## src/rtl/fat12c_pkg.sv

```systemverilog
// shared types and constants for the fat12 table clear block
`default_nettype none
package fat12c_pkg;

  localparam logic [11:0] BAD_MARK = 12'hFF7;

  localparam logic [1:0] POS_ZERO = 2'd0;
  localparam logic [1:0] POS_ONE  = 2'd1;
  localparam logic [1:0] POS_TWO  = 2'd2;

  localparam logic [1:0] IDX_FIRST  = 2'd0;
  localparam logic [1:0] IDX_SECOND = 2'd1;

  // one repacked group of one to three words
  typedef struct packed {
    logic [7:0] b0;
    logic [7:0] b1;
    logic [7:0] b2;
    logic [1:0] cnt;
    logic       fin;
  } grp_t;

endpackage
`default_nettype wire

```

## src/rtl/fat12c_front.sv

```systemverilog
// front part: gathers table words into groups and clears non-bad entries outside a table's first group
`default_nettype none
module fat12c_front (
  input  wire logic              clk,
  input  wire logic              rst,
  input  wire logic              table_valid,
  output logic                   table_stall,
  input  wire logic [7:0]        table_byte,
  input  wire logic              end_of_table,
  input  wire logic              q_full,
  output logic                   q_push,
  output fat12c_pkg::grp_t       q_rec
);
  import fat12c_pkg::*;

  logic [1:0] pos;
  logic [7:0] g0;
  logic [7:0] g1;
  logic       first;
  logic       accept;
  logic       clr_even;
  logic       clr_odd;
  logic       clr_tail;

  assign table_stall = q_full;
  assign accept      = table_valid && !q_full;

  assign clr_even = !first && ({g1[3:0], g0} != BAD_MARK);
  assign clr_odd  = !first && ({table_byte, g1[7:4]} != BAD_MARK);
  assign clr_tail = !first && ({table_byte[3:0], g0} != BAD_MARK);

  always_comb begin
    q_rec  = '0;
    q_push = 1'b0;
    case (pos)
      POS_TWO: begin
        q_rec.b0  = clr_even ? 8'h00 : g0;
        q_rec.b1  = {(clr_odd ? 4'h0 : g1[7:4]), (clr_even ? 4'h0 : g1[3:0])};
        q_rec.b2  = clr_odd ? 8'h00 : table_byte;
        q_rec.cnt = 2'd3;
        q_rec.fin = end_of_table;
        q_push    = accept;
      end
      POS_ONE: begin
        q_rec.b0  = clr_tail ? 8'h00 : g0;
        q_rec.b1  = {table_byte[7:4], (clr_tail ? 4'h0 : table_byte[3:0])};
        q_rec.cnt = 2'd2;
        q_rec.fin = 1'b1;
        q_push    = accept && end_of_table;
      end
      default: begin
        q_rec.b0  = table_byte;
        q_rec.cnt = 2'd1;
        q_rec.fin = 1'b1;
        q_push    = accept && end_of_table;
      end
    endcase
  end

  always_ff @(posedge clk) begin
    if (rst) begin
      pos   <= POS_ZERO;
      first <= 1'b1;
    end else if (accept) begin
      if (end_of_table) begin
        pos   <= POS_ZERO;
        first <= 1'b1;
      end else if (pos == POS_TWO) begin
        pos   <= POS_ZERO;
        first <= 1'b0;
      end else if (pos == POS_ONE) begin
        pos <= POS_TWO;
      end else begin
        pos <= POS_ONE;
      end
    end
  end

  always_ff @(posedge clk) begin
    if (accept && !end_of_table) begin
      if (pos == POS_ONE) begin
        g1 <= table_byte;
      end else if (pos != POS_TWO) begin
        g0 <= table_byte;
      end
    end
  end

endmodule
`default_nettype wire

```

## src/rtl/fat12c_queue.sv

```systemverilog
// two-entry group queue between front and back
`default_nettype none
module fat12c_queue (
  input  wire logic              clk,
  input  wire logic              rst,
  input  wire logic              push,
  input  wire fat12c_pkg::grp_t  push_rec,
  output logic                   full,
  input  wire logic              pop,
  output logic                   not_empty,
  output fat12c_pkg::grp_t       head
);
  import fat12c_pkg::*;

  grp_t       mem [2];
  logic       wr_ptr;
  logic       rd_ptr;
  logic [1:0] count;

  assign full      = (count == 2'd2);
  assign not_empty = (count != 2'd0);
  assign head      = mem[rd_ptr];

  always_ff @(posedge clk) begin
    if (push) begin
      mem[wr_ptr] <= push_rec;
    end
  end

  always_ff @(posedge clk) begin
    if (rst) begin
      wr_ptr <= 1'b0;
      rd_ptr <= 1'b0;
      count  <= 2'd0;
    end else begin
      if (push) begin
        wr_ptr <= !wr_ptr;
      end
      if (pop) begin
        rd_ptr <= !rd_ptr;
      end
      if (push && !pop) begin
        count <= count + 2'd1;
      end else if (pop && !push) begin
        count <= count - 2'd1;
      end
    end
  end

endmodule
`default_nettype wire

```

## src/rtl/fat12c_back.sv

```systemverilog
// back part: sends each queued group out one word per cycle while the receiver does not stall
`default_nettype none
module fat12c_back (
  input  wire logic              clk,
  input  wire logic              rst,
  input  wire logic              q_not_empty,
  input  wire fat12c_pkg::grp_t  q_head,
  output logic                   q_pop,
  output logic                   cleared_valid,
  input  wire logic              cleared_stall,
  output logic [7:0]             cleared_byte,
  output logic                   final_byte
);
  import fat12c_pkg::*;

  grp_t       cur;
  logic       cur_valid;
  logic [1:0] idx;
  logic [7:0] sel;
  logic       is_end;
  logic       advance;

  always_comb begin
    case (idx)
      IDX_FIRST:  sel = cur.b0;
      IDX_SECOND: sel = cur.b1;
      default:    sel = cur.b2;
    endcase
  end

  assign is_end  = (idx == (cur.cnt - 2'd1));
  assign advance = cur_valid && (!cleared_valid || !cleared_stall);
  assign q_pop   = q_not_empty && (!cur_valid || (advance && is_end));

  always_ff @(posedge clk) begin
    if (rst) begin
      cur_valid     <= 1'b0;
      idx           <= IDX_FIRST;
      cleared_valid <= 1'b0;
    end else begin
      if (!cleared_valid || !cleared_stall) begin
        cleared_valid <= cur_valid;
      end
      if (q_pop) begin
        cur_valid <= 1'b1;
        idx       <= IDX_FIRST;
      end else if (advance && is_end) begin
        cur_valid <= 1'b0;
      end else if (advance) begin
        idx <= idx + 2'd1;
      end
    end
  end

  always_ff @(posedge clk) begin
    if (q_pop) begin
      cur <= q_head;
    end
    if (advance) begin
      cleared_byte <= sel;
      final_byte   <= is_end && cur.fin;
    end
  end

endmodule
`default_nettype wire

```

## src/rtl/fat12_clear_keep_bad_clusters_top.sv

```systemverilog
// top level of the fat12 table clear that keeps bad-cluster entries
// a group's first word passes the queue, group and output registers; throughput is one word
// per cycle in and out unless stalled, set by the back part's one-word output register
// a two-group queue lets the input keep flowing while the output is stalled
// synchronous reset empties the queue and output and restarts at a table's first group
`default_nettype none
module fat12_clear_keep_bad_clusters_top (
  input  wire logic       clk,
  input  wire logic       rst,
  input  wire logic       table_valid,
  output logic            table_stall,
  input  wire logic [7:0] table_byte,
  input  wire logic       end_of_table,
  output logic            cleared_valid,
  input  wire logic       cleared_stall,
  output logic [7:0]      cleared_byte,
  output logic            final_byte
);
  import fat12c_pkg::*;

  grp_t push_rec;
  grp_t head;
  logic push;
  logic full;
  logic pop;
  logic not_empty;

  fat12c_front u_front (
    .clk          (clk),
    .rst          (rst),
    .table_valid  (table_valid),
    .table_stall  (table_stall),
    .table_byte   (table_byte),
    .end_of_table (end_of_table),
    .q_full       (full),
    .q_push       (push),
    .q_rec        (push_rec)
  );

  fat12c_queue u_queue (
    .clk       (clk),
    .rst       (rst),
    .push      (push),
    .push_rec  (push_rec),
    .full      (full),
    .pop       (pop),
    .not_empty (not_empty),
    .head      (head)
  );

  fat12c_back u_back (
    .clk           (clk),
    .rst           (rst),
    .q_not_empty   (not_empty),
    .q_head        (head),
    .q_pop         (pop),
    .cleared_valid (cleared_valid),
    .cleared_stall (cleared_stall),
    .cleared_byte  (cleared_byte),
    .final_byte    (final_byte)
  );

endmodule
`default_nettype wire

```

## config.mk

```make
export PLATFORM = sky130hd
export DESIGN_NAME = fat12_clear_keep_bad_clusters_top
export DESIGN_NICKNAME = d
export VERILOG_FILES = /design/src/rtl/fat12c_pkg.sv /design/src/rtl/fat12c_front.sv /design/src/rtl/fat12c_queue.sv /design/src/rtl/fat12c_back.sv /design/src/rtl/fat12_clear_keep_bad_clusters_top.sv
export SDC_FILE = /design/constraint.sdc
export NUM_CORES = 1
export LEC_CHECK = 0
export BUFFER_PORTS_ARGS = -buffer_cell sky130_fd_sc_hd__buf_2
export CAP_MARGIN = 20
export CORE_MARGIN = 4
export CORE_UTILIZATION = 45
export CTS_CLUSTER_SIZE = 16
export DETAILED_ROUTE_END_ITERATION = 8
export PLACE_DENSITY = 0.59
export SYNTH_ARGS = -nofsm -noshare
export SYNTH_HDL_FRONTEND = slang
export SYNTH_HIERARCHICAL = 1
export SYNTH_SLANG_ARGS = --single-unit
```

## constraint.sdc

```tcl
create_clock -name clk -period 4.5 [get_ports clk]
set_input_delay 0.225 -clock clk [delete_from_list [all_inputs] [get_ports clk]]
set_output_delay 0.225 -clock clk [all_outputs]
set_load 0.01 [all_outputs]
```

==> results.yml, run 1 <==
status:
  status: "complete, no violations"
setup_path:
  regToRegSetupSlack_ps: 1840
  arrival_ps: 3090
  cp_slowest_stage_delay_ps: 580
  path_max_fanout: 29
  r2r_cells: 8
  cpMaxStageDelayCell: "and2_2"
  worstSetupStartpointType: "register"
  critPathLaunch: "u_back/cur[2]$_DFFE_PP_"
  path_class: "reg -> reg"
  worst-path-buf-inv: 1
  timing.rr.end: "u_queue/count[1]$_SDFFE_PP0P_"
  rr_startpoint: "u_back/cur[2]$_DFFE_PP_"
  crit_path_end_kind: "register"
  crit_chain: "xnor2_1 > mux2i_1 > o21ai_2 > and2_2 > inv_1 > ha_1 > or3_1 > a21oi_1"
  required_ps: 4930
  critical_path.top_delay_family: "simple AND/OR/NAND/NOR gates"
synthesis:
  synth_nets: 338
  yosys_warnings: 6
  async_flop_share: 0
  yosysSeqAreaShare: 0.7125
  ys_ff_latch: 118
  dominantRegCellSynth: "edfxtp_1"
  synth_area_per_cell_sq_um: 15.06
  syn_area_sq_mm: 0.004805
  synth-edff-count: 106
  synth_cells: 319
  yosys.cell_types.count: 48
timing:
  setup_tns_ps: 0
  final_max_slew_viol_count: 0
  fin_skew_ps: 8.983
  finalCriticalPeriod_ps: 2661
  relSlewSlack: 0.5682
  fmax_mhz: 375.8
  post-route-period-util: 0.5913
  worst_pin_slew_ps: 646.8
  hold_viol: 0
  setup_viol: 0
  rsz0062_at_grt: "false"
routing:
  avgRoutedWirePerCell_um: 14.98
  drtPass1Iterations: 4
  antenna_left: 0
  drc: 0
  via_per_inst: 4.910
  drtIter0Drc: 114
  routed_wl_um: 7669
  vias: 2514
clock_network:
  cts.sinks: 118
  clk_path_buf_depth: 2
  clk_pin_slew_ps: 60
  cts_buffers: 17
  htree_levels: 4
  clk_latency_ps: 500
  cts_tree: "built"
  cts_hold_buffers: 8
  cts_setup_buffers: 0
  clk_root_buffer_cell: "clkbuf_8"
  cts-resized-gates: 0
finish:
  antenna_cells: 0
  area_delta_synth_final_pct: 20.49
  ff_latch_area_sq_mm: 0.003423
  fin_cells: 512
  fillers: 858
  fin_util: 0.5583
  finalInstanceArea_sq_mm: 0.005789
  drive_above_1_share: 0.2713
  nets: 382
  multi_input_area_sq_mm: 0.001276
pwr:
  power_density_mw_per_mm2: 624.5
  power.total_w: 0.003616
  vdd_drop_max_mv: 0.2824
  p_leak_nw: 2.129
hold_path:
  min_from: "end_of_table"
  holdPathStages: 2
  hold_class: "in -> reg"
  holdPathEnd: "u_front/first$_SDFFE_PP1P_"
placed_design:
  place_area_sq_mm: 0.005084
  post-dp-hpwl_um: 5070
  io_buffers: 23
  gp_congestion: 0.7522
  post-place-cells: 472
global_routing:
  grt_pass1_vias: 2606
  grt_pass1_wl_um: 13220
  grt_max_degree: 30
  grt_antenna_before_repair: 0
  track_usage: 0.1362
  grt_overflow: 0
job:
  cap_violations: 0
floorplan:
  die_w_um: 111.3
  die-area_sq_mm: 0.01239
  start_util: 0.4633
  core_area_sq_mm: 0.01037
  rows: 37
  die_h_um: 111.3
  ios: 24
per-stage QoR:
stage,hold WS (ps),setup WS [ps]
after detailed placement,485.8,1834
after floorplan,293.9,1785
after global routing,60.39,1594
final,65.51,1839
after CTS,36.82,1812
after global placement,485.2,1861
registers in the layout, indices dropped and copies added (netlist names), named ones only:
| name | cells |
|---|---|
| u_back/cleared_byte | 8 |
| u_back/cleared_valid | 1 |
| u_back/cur | 27 |
| u_back/cur_valid | 1 |
| u_back/final_byte | 1 |
| u_back/idx | 2 |
| u_front/first | 1 |
| u_front/g0 | 8 |
| u_front/g1 | 8 |
| u_front/pos | 2 |
| u_queue/count | 2 |
| u_queue/mem | 54 |
| u_queue/rd_ptr | 1 |
| u_queue/wr_ptr | 1 |
final cells by class:
| cell class | count | share of cell area |
|---|---|---|
| repair buffers | 36 | 0.04366 |
| flip-flops and latches | 118 | 0.5913 |
| clock inverters | 14 | 0.03588 |
| inverters | 11 | 0.007132 |
| multi-input cells | 179 | 0.2204 |
| well taps | 136 | 0.02939 |
| clock buffers | 18 | 0.07219 |
cell usage in the layout, fill, tap and decap left out, types with 2 or more instances in the layout:
master and n:
nand4_1 2, nand2_1 35, dlygate4sd3_1 8, edfxtp_1 106, nor2b_1 3, xnor2_1 3, o22ai_1 3, mux2i_1 9
and2_2 2, o21ai_0 3, a22oi_1 8, clkinv_2 3, buf_4 4, clkbuf_16 16, and2b_2 4, mux2_2 27
ha_1 6, bufinv_16 5, a21oi_1 10, xor2_1 2, a32o_1 2, a211oi_2 2, nor2_1 23, nand4b_1 2
buf_2 23, nand3_1 2, dfxtp_1 12, inv_1 11, clkinvlp_4 4, nor3_1 3, and2b_1 7
routing by layer:
metal,GRT usage,vias to the layer above,wire [um]
met4,0.04461,0,102
li1,-,1279,-
met3,0.05000,7,201
met5,0,-,0
met1,0.1839,1193,3787
met2,0.2063,35,3577
how the worst max path moves through the flow:
stage / to / cells after the start
floorplan: u_queue/mem[0][0]$_DFFE_PP_ / 4
global placement: u_queue/count[1]$_SDFFE_PP0P_ / 8
detailed placement: u_queue/count[1]$_SDFFE_PP0P_ / 8
CTS: u_queue/count[1]$_SDFFE_PP0P_ / 8
global route: u_queue/count[1]$_SDFFE_PP0P_ / 8
finish: u_queue/count[1]$_SDFFE_PP0P_ / 8
cells by family (layout without fill, tap and decap cells):
family	count (synthesis)	in the layout	synth area share
AND/OR/NAND/NOR	92	92	0.09610
multiplexers	36	36	0.08203
adder cells (fa/ha/maj)	6	6	0.01562
buffers and inverters	22	79	0.02240
flip-flops	118	118	0.7125
XOR/XNOR	5	5	0.009116
AO/OA/AOI/OAI	40	40	0.06224
power by group:
group / total, W / internal [W] / switching [W] / leakage [nW]
registers: 0.00157 / 0.00148 / 0.0000891 / 1.09
clock network: 0.00140 / 0.000949 / 0.000448 / 0.294
logic: 0.000645 / 0.000282 / 0.000363 / 0.745
total: 0.00362 / 0.00272 / 0.000900 / 2.13
cells in the mapped netlist, types with 3 or more instances:
cell | count | area (sq um)
nand2_1 | 35 | 131.4
nor3_1 | 3 | 15.01
inv_1 | 11 | 41.29
and2b_2 | 4 | 35.03
edfxtp_1 | 106 | 3183
xnor2_1 | 3 | 26.28
o21ai_0 | 3 | 15.01
mux2i_1 | 9 | 90.09
and2b_1 | 7 | 52.55
buf_2 | 5 | 25.02
dfxtp_1 | 12 | 240.2
nor2_1 | 23 | 86.33
ha_1 | 6 | 75.07
o22ai_1 | 3 | 18.77
mux2_2 | 27 | 304.0
a22oi_1 | 8 | 60.06
nor2b_1 | 4 | 25.02
clkbuf_1 | 3 | 11.26
a21oi_1 | 10 | 50.05
Note: power is estimated with default switching activity, not from simulation.
==> run 2: changes to the inputs <==
--- a/config.mk
+++ b/config.mk
@@ -11,7 +11,7 @@
 export CORE_UTILIZATION = 45
 export CTS_CLUSTER_SIZE = 16
 export DETAILED_ROUTE_END_ITERATION = 8
-export PLACE_DENSITY = 0.59
+export PLACE_DENSITY = 0.61
 export SYNTH_ARGS = -nofsm -noshare
 export SYNTH_HDL_FRONTEND = slang
 export SYNTH_HIERARCHICAL = 1
==> constraint.sdc (replaced) <==
create_clock -name clk -period 2.15 [get_ports clk]
set_input_delay 0.1075 -clock clk [delete_from_list [all_inputs] [get_ports clk]]
set_output_delay 0.1075 -clock clk [all_outputs]
set_load 0.01 [all_outputs]
==> run 2 against run 1 <==
  * Via count grew 3.3%
  * Utilization up 1.4 points
  * Count of clock-buffer cells in the layout did not move
  * Non-clock buffer count up 16
  * First-iteration DRC count shrank 12%
  * Clock skew down 3.0 ps
  * Design area grew 2.5%
  * Setup slack got worse by 1800 ps
  * Routed wire length up 2.0%
  * Sequential share of layout area is 1.4 points lower
  * Maximum frequency increased by 26%
  * Worst hold slack better by 1.4 ps
  * Critical path type unchanged
  * Largest power group unchanged
==> results.yml, run 2 (synthesis results as in run 1) <==
global_routing:
  grt_pass1_vias: 2601
  grt_max_degree: 29
  grt_pass1_wl_um: 12960
  grt_overflow: 0
  grt_antenna_before_repair: 0
  track_usage: 0.1361
clock_network:
  htree_levels: 4
  clk_pin_slew_ps: 50
  cts_buffers: 17
  clk_latency_ps: 510
  cts_tree: "built"
  clk_root_buffer_cell: "clkbuf_8"
  cts.sinks: 118
  clk_path_buf_depth: 2
setup_path:
  timing.rr.end: "u_queue/count[1]$_SDFFE_PP0P_"
  r2r_cells: 9
  cp_slowest_stage_delay_ps: 450
  rr_startpoint: "u_back/cur[2]$_DFFE_PP_"
  critical_path.top_delay_family: "simple AND/OR/NAND/NOR gates"
  endpoint: "u_queue/count[1]$_SDFFE_PP0P_"
  critPathLaunch: "u_back/cur[2]$_DFFE_PP_"
  required_ps: 2590
  crit_cells: 9
  crit_chain: "xnor2_2 > mux2i_2 > o21ai_2 > and2_4 > inv_1 > ha_4 > xor2_1 > or3_1 > a21oi_1"
  worstSetupStartpointType: "register"
  cpMaxStageDelayCell: "edfxtp_1"
  worst-path-buf-inv: 1
  arrival_ps: 2550
  crit_path_end_kind: "register"
  path_class: "reg -> reg"
  path_max_fanout: 4
  regToRegSetupSlack_ps: 40
timing:
  fmax_mhz: 474.0
  relSlewSlack: 0.6566
  hold_viol: 0
  final_max_slew_viol_count: 0
  rsz0062_at_grt: "true"
  fin_skew_ps: 5.992
  hold_ws_ps: 66.90
  worst_pin_slew_ps: 513.1
  post-route-period-util: 0.9812
  setup_viol: 0
  finalCriticalPeriod_ps: 2110
  setup_tns_ps: 0
placed_design:
  gp_congestion: 0.7396
  post-dp-hpwl_um: 5130
  io_buffers: 23
job:
  cap_violations: 0
finish:
  final_common_cell: "edfxtp_1"
  nets: 398
  top_regs: "u_queue/mem (54), u_back/cur (27)"
  antenna_cells: 0
  largest_reg_flops: 54
  mostFrequentLayoutCells: "edfxtp_1 (106), nand2_1 (35), mux2_2 (27)"
  drive_above_1_share: 0.3036
  area_delta_synth_final_pct: 23.46
  regMostFlops: "u_queue/mem"
routing:
  drtPass1Iterations: 4
  avgRoutedWirePerCell_um: 14.82
  antenna_left: 0
  drc: 0
  drtIter0Drc: 100
  vias: 2597
  routed_wl_um: 7824
  via_per_inst: 4.919
pwr:
  power.total_w: 0.007571
  vdd_drop_max_mv: 0.6163
  power_density_mw_per_mm2: 1276
  p_leak_nw: 2.205
floorplan:
  ios: 24
  core_area_sq_mm: 0.01037
  start_util: 0.4633
  rows: 37
  die_w_um: 111.3
  die-area_sq_mm: 0.01239
  die_h_um: 111.3
hold_path:
  holdPathStages: 4
  hold_class: "in -> reg"
status:
  status: "complete, no violations"
==> run 2: through the flow <==
step	worst slack (ps)	instances	instance area (sq um)	util
6_report	40.34	528	5932	0.5720
5_1_grt	-37.74	528	5932	0.5720
4_1_cts	22.20	525	5889	0.5679
3_5_place_dp	64.80	482	5177	0.4993
3_3_place_gp	123.0	482	5177	0.4993
2_1_floorplan	-42.63	319	4821	-
==> run 2: area by class of cell <==
cell class                      instances  area [sq um]
Inverter                               11         41.29
Sequential cell                       118          3423
Clock buffer                           18         417.9
Timing Repair Buffer                   52         385.4
Tap cell                              136         170.2
Fill cell                             832          4438
Clock inverter                         14         183.9
Multi-Input combinational cell        179          1310
==> run 2: layer usage <==
metal,wire length [um],global-route usage
met1,3820,0.1824
met2,3557,0.2014
met3,302,0.04565
met4,143,0.06326
met5,0,0
==> run 2: worst min path at each step <==
| stage | start | to | slack [ps] |
|---|---|---|---|
| after floorplan | rst | u_back/idx[1]$_SDFFE_PP0P_ | 180 |
| after global placement | table_byte[4] | u_front/g1[4]$_DFFE_PP_ | 370 |
| after detailed placement | table_byte[4] | u_front/g1[4]$_DFFE_PP_ | 370 |
| after CTS | table_valid | u_front/first$_SDFFE_PP1P_ | 30 |
| after global routing | table_valid | u_front/first$_SDFFE_PP1P_ | 40 |
| final | table_valid | u_front/first$_SDFFE_PP1P_ | 70 |
==> run 2: worst min-delay path: stages <==
cell and delay [ps]:
buf_2 100, nor2b_1 140, nand2_1 70, a221o_1 120
==> run 2: repair_timing <==
item                       4_1_cts  5_1_grt
setup endpoints to repair        0       15
hold buffers                    11        0
hold endpoints to repair        40        0
buffers inserted                 0        3
resized for setup                0        3
==> run 2: power breakdown <==
part | switching [W] | total [W] | internal, W
Sequential | 0.000129 | 0.00323 | 0.00310
Clock | 0.000939 | 0.00281 | 0.00187
Combinational | 0.000844 | 0.00153 | 0.000690
==> run 3: changes to the inputs <==
--- a/config.mk
+++ b/config.mk
@@ -7,7 +7,8 @@
 export LEC_CHECK = 0
 export BUFFER_PORTS_ARGS = -buffer_cell sky130_fd_sc_hd__buf_2
 export CAP_MARGIN = 20
-export CORE_MARGIN = 4
+export CORE_ASPECT_RATIO = 1.5
+export CORE_MARGIN = 8
 export CORE_UTILIZATION = 45
 export CTS_CLUSTER_SIZE = 16
 export DETAILED_ROUTE_END_ITERATION = 8
==> constraint.sdc (replaced) <==
create_clock -name clk -period 2.15 [get_ports clk]
set_input_delay 0.1075 -clock clk [delete_from_list [all_inputs] [get_ports clk]]
set_output_delay 0.1075 -clock clk [all_outputs]
set_load 0.02 [all_outputs]
==> run 3 against run 2 <==
  * Worst hold slack got worse by 34 ps
  * Sequential power about the same
  * Sequential share of layout area increased by 0.64 points
  * Register-to-register slack improved by 80 ps
  * Routed wire length increased by 2.3%
  * Final cell count increased by 0.57%
  * First-iteration DRC count increased by 8.0%
  * Non-clock buffer count decreased by 5
  * Utilization decreased by 1.2 points
  * Critical path type unchanged
==> results.yml, run 3 (synthesis results as in run 1) <==
finish:
  final_common_cell: "edfxtp_1"
  regMostFlops: "u_queue/mem"
  nets: 393
  multi_input_area_sq_mm: 0.001313
  finalInstanceArea_sq_mm: 0.005867
  ff_latch_area_sq_mm: 0.003423
  mostFrequentLayoutCells: "edfxtp_1 (106), nand2_1 (35), mux2_2 (27)"
  fillers: 885
  area_delta_synth_final_pct: 22.11
  drive_above_1_share: 0.2946
  top_regs: "u_queue/mem (54), u_back/cur (27)"
  largest_reg_flops: 54
  antenna_cells: 0
floorplan:
  rows: 46
  die_h_um: 142.6
  start_util: 0.4587
  die_w_um: 100.4
  core_area_sq_mm: 0.01048
  die-area_sq_mm: 0.01431
  ios: 24
pwr:
  power_density_mw_per_mm2: 1277
  intPower_w: 0.005554
  vdd_drop_max_mv: 0.7049
  power.total_w: 0.007491
  p_sw_frac: 0.2585
  seqPwrFrac: 0.432
  combPwrFrac: 0.210
  p_sw_w: 0.001937
  p_leak_nw: 2.172
  power.share.clock: 0.358
timing:
  relSlewSlack: 0.6807
  hold_viol: 0
  setup_tns_ps: 0
  setup_viol: 0
  fmax_mhz: 492.0
  final_max_slew_viol_count: 0
  fin_skew_ps: 7.485
  rsz0062_at_grt: "false"
  worst_pin_slew_ps: 479.0
  worst_slack_ps: 117.6
  finalCriticalPeriod_ps: 2032
  post-route-period-util: 0.9453
clock_network:
  clk_pin_slew_ps: 50
  cts.sinks: 118
  cts_tree: "built"
  clk_path_buf_depth: 2
  clk_root_buffer_cell: "clkbuf_16"
  clk_latency_ps: 410
  cts_buffers: 17
  htree_levels: 4
routing:
  vias: 2623
  via_per_inst: 4.940
  drtIter0Drc: 108
  drtPass1Iterations: 6
  drc: 0
  routed_wl_um: 8006
  antenna_left: 0
  avgRoutedWirePerCell_um: 15.08
hold_path:
  holdPathStages: 2
  holdPathEnd: "u_front/first$_SDFFE_PP1P_"
  min_from: "end_of_table"
  hold_class: "in -> reg"
global_routing:
  grt_pass1_wl_um: 12700
  grt_antenna_before_repair: 0
  grt_max_degree: 29
  track_usage: 0.1196
  grt_pass1_vias: 2683
  grt_overflow: 0
placed_design:
  gp_congestion: 0.8605
  place_area_sq_mm: 0.005180
  post-dp-hpwl_um: 5284
  io_buffers: 23
  place_ws_ps: 44.98
job:
  cap_violations: 0
setup_path:
  required_ps: 2490
  crit_path_end_kind: "register"
  critical_path.top_delay_family: "simple AND/OR/NAND/NOR gates"
  rr_startpoint: "u_back/cur[2]$_DFFE_PP_"
  path_max_fanout: 3
  path_class: "reg -> reg"
  cpMaxStageDelayCell: "edfxtp_1"
  regToRegSetupSlack_ps: 120
  worstSetupStartpointType: "register"
  worst-path-buf-inv: 1
  arrival_ps: 2380
  crit_chain: "xnor2_2 > mux2i_2 > o21ai_2 > and2_4 > inv_2 > ha_4 > or3_1 > a21oi_1"
  r2r_cells: 8
  timing.rr.end: "u_queue/count[1]$_SDFFE_PP0P_"
  cp_slowest_stage_delay_ps: 440
status:
  status: "complete, no violations"
[run 3: power by group through the flow]
stage          Sequential [W]  Clock (W)  Combinational (W)
3_3_place_gp          0.00326          0            0.00148
2_1_floorplan         0.00334          0            0.00104
4_1_cts               0.00324    0.00273            0.00153
6_report              0.00324    0.00268            0.00157
5_1_grt               0.00327    0.00284            0.00173
3_5_place_dp          0.00328          0            0.00150
[run 3: worst register-to-register path, cell delays in order (launching register included)]
cell      delay [ps]
edfxtp_1         440
xnor2_2          280
mux2i_2          290
o21ai_2          110
and2_4           150
inv_2             60
ha_4             200
or3_1            340
a21oi_1          120
[run 3: final cells by class]
cell class	instances	share of cell area
flip-flops and latches	118	0.5835
multi-input cells	179	0.2237
clock buffers	18	0.07315
repair buffers	47	0.05801
well taps	144	0.03071
clock inverters	14	0.02389
inverters	11	0.007038
[run 3: through the flow]
| stage | hold WS [ps] | cells | utilization |
|---|---|---|---|
| global placement | 370.0 | 489 | 0.4945 |
| floorplan | 176.4 | 319 | - |
| finish | 33.02 | 531 | 0.5601 |
| global route | 40.11 | 531 | 0.5601 |
| CTS | 18.00 | 529 | 0.5565 |
| detailed placement | 369.8 | 489 | 0.4945 |
[run 3: how the worst max path moves through the flow]
stage	startpoint	end	slack [ps]	cells past startpoint
final	u_back/cur[2]$_DFFE_PP_	u_queue/count[1]$_SDFFE_PP0P_	120	8
after global routing	u_back/cur[2]$_DFFE_PP_	u_queue/count[1]$_SDFFE_PP0P_	9	8
after CTS	u_back/cur[2]$_DFFE_PP_	u_queue/count[1]$_SDFFE_PP0P_	30	8
after detailed placement	u_back/cur[2]$_DFFE_PP_	u_queue/count[1]$_SDFFE_PP0P_	40	8
after global placement	u_back/cur[2]$_DFFE_PP_	u_queue/count[1]$_SDFFE_PP0P_	120	8
after floorplan	u_back/cur[2]$_DFFE_PP_	u_queue/count[1]$_SDFFE_PP0P_	-40	8
[run 3: what timing repair did]
| action | 4_1_cts | 5_1_grt |
|---|---|---|
| hold buffers | 8 | 0 |
| endpoints found under the hold margin | 16 | 0 |
| setup buffers | 0 | 2 |
| resized for setup | 0 | 5 |
| setup endpoints to repair | 0 | 17 |
[run 3: metal layers]
metal | GRT usage | up-vias | share of wire
li1 | - | 1301 | -
met1 | 0.1243 | 1250 | 0.42
met2 | 0.1980 | 52 | 0.51
met3 | 0.04358 | 20 | 0.035
met4 | 0.07840 | 0 | 0.034
met5 | 0 | - | 0
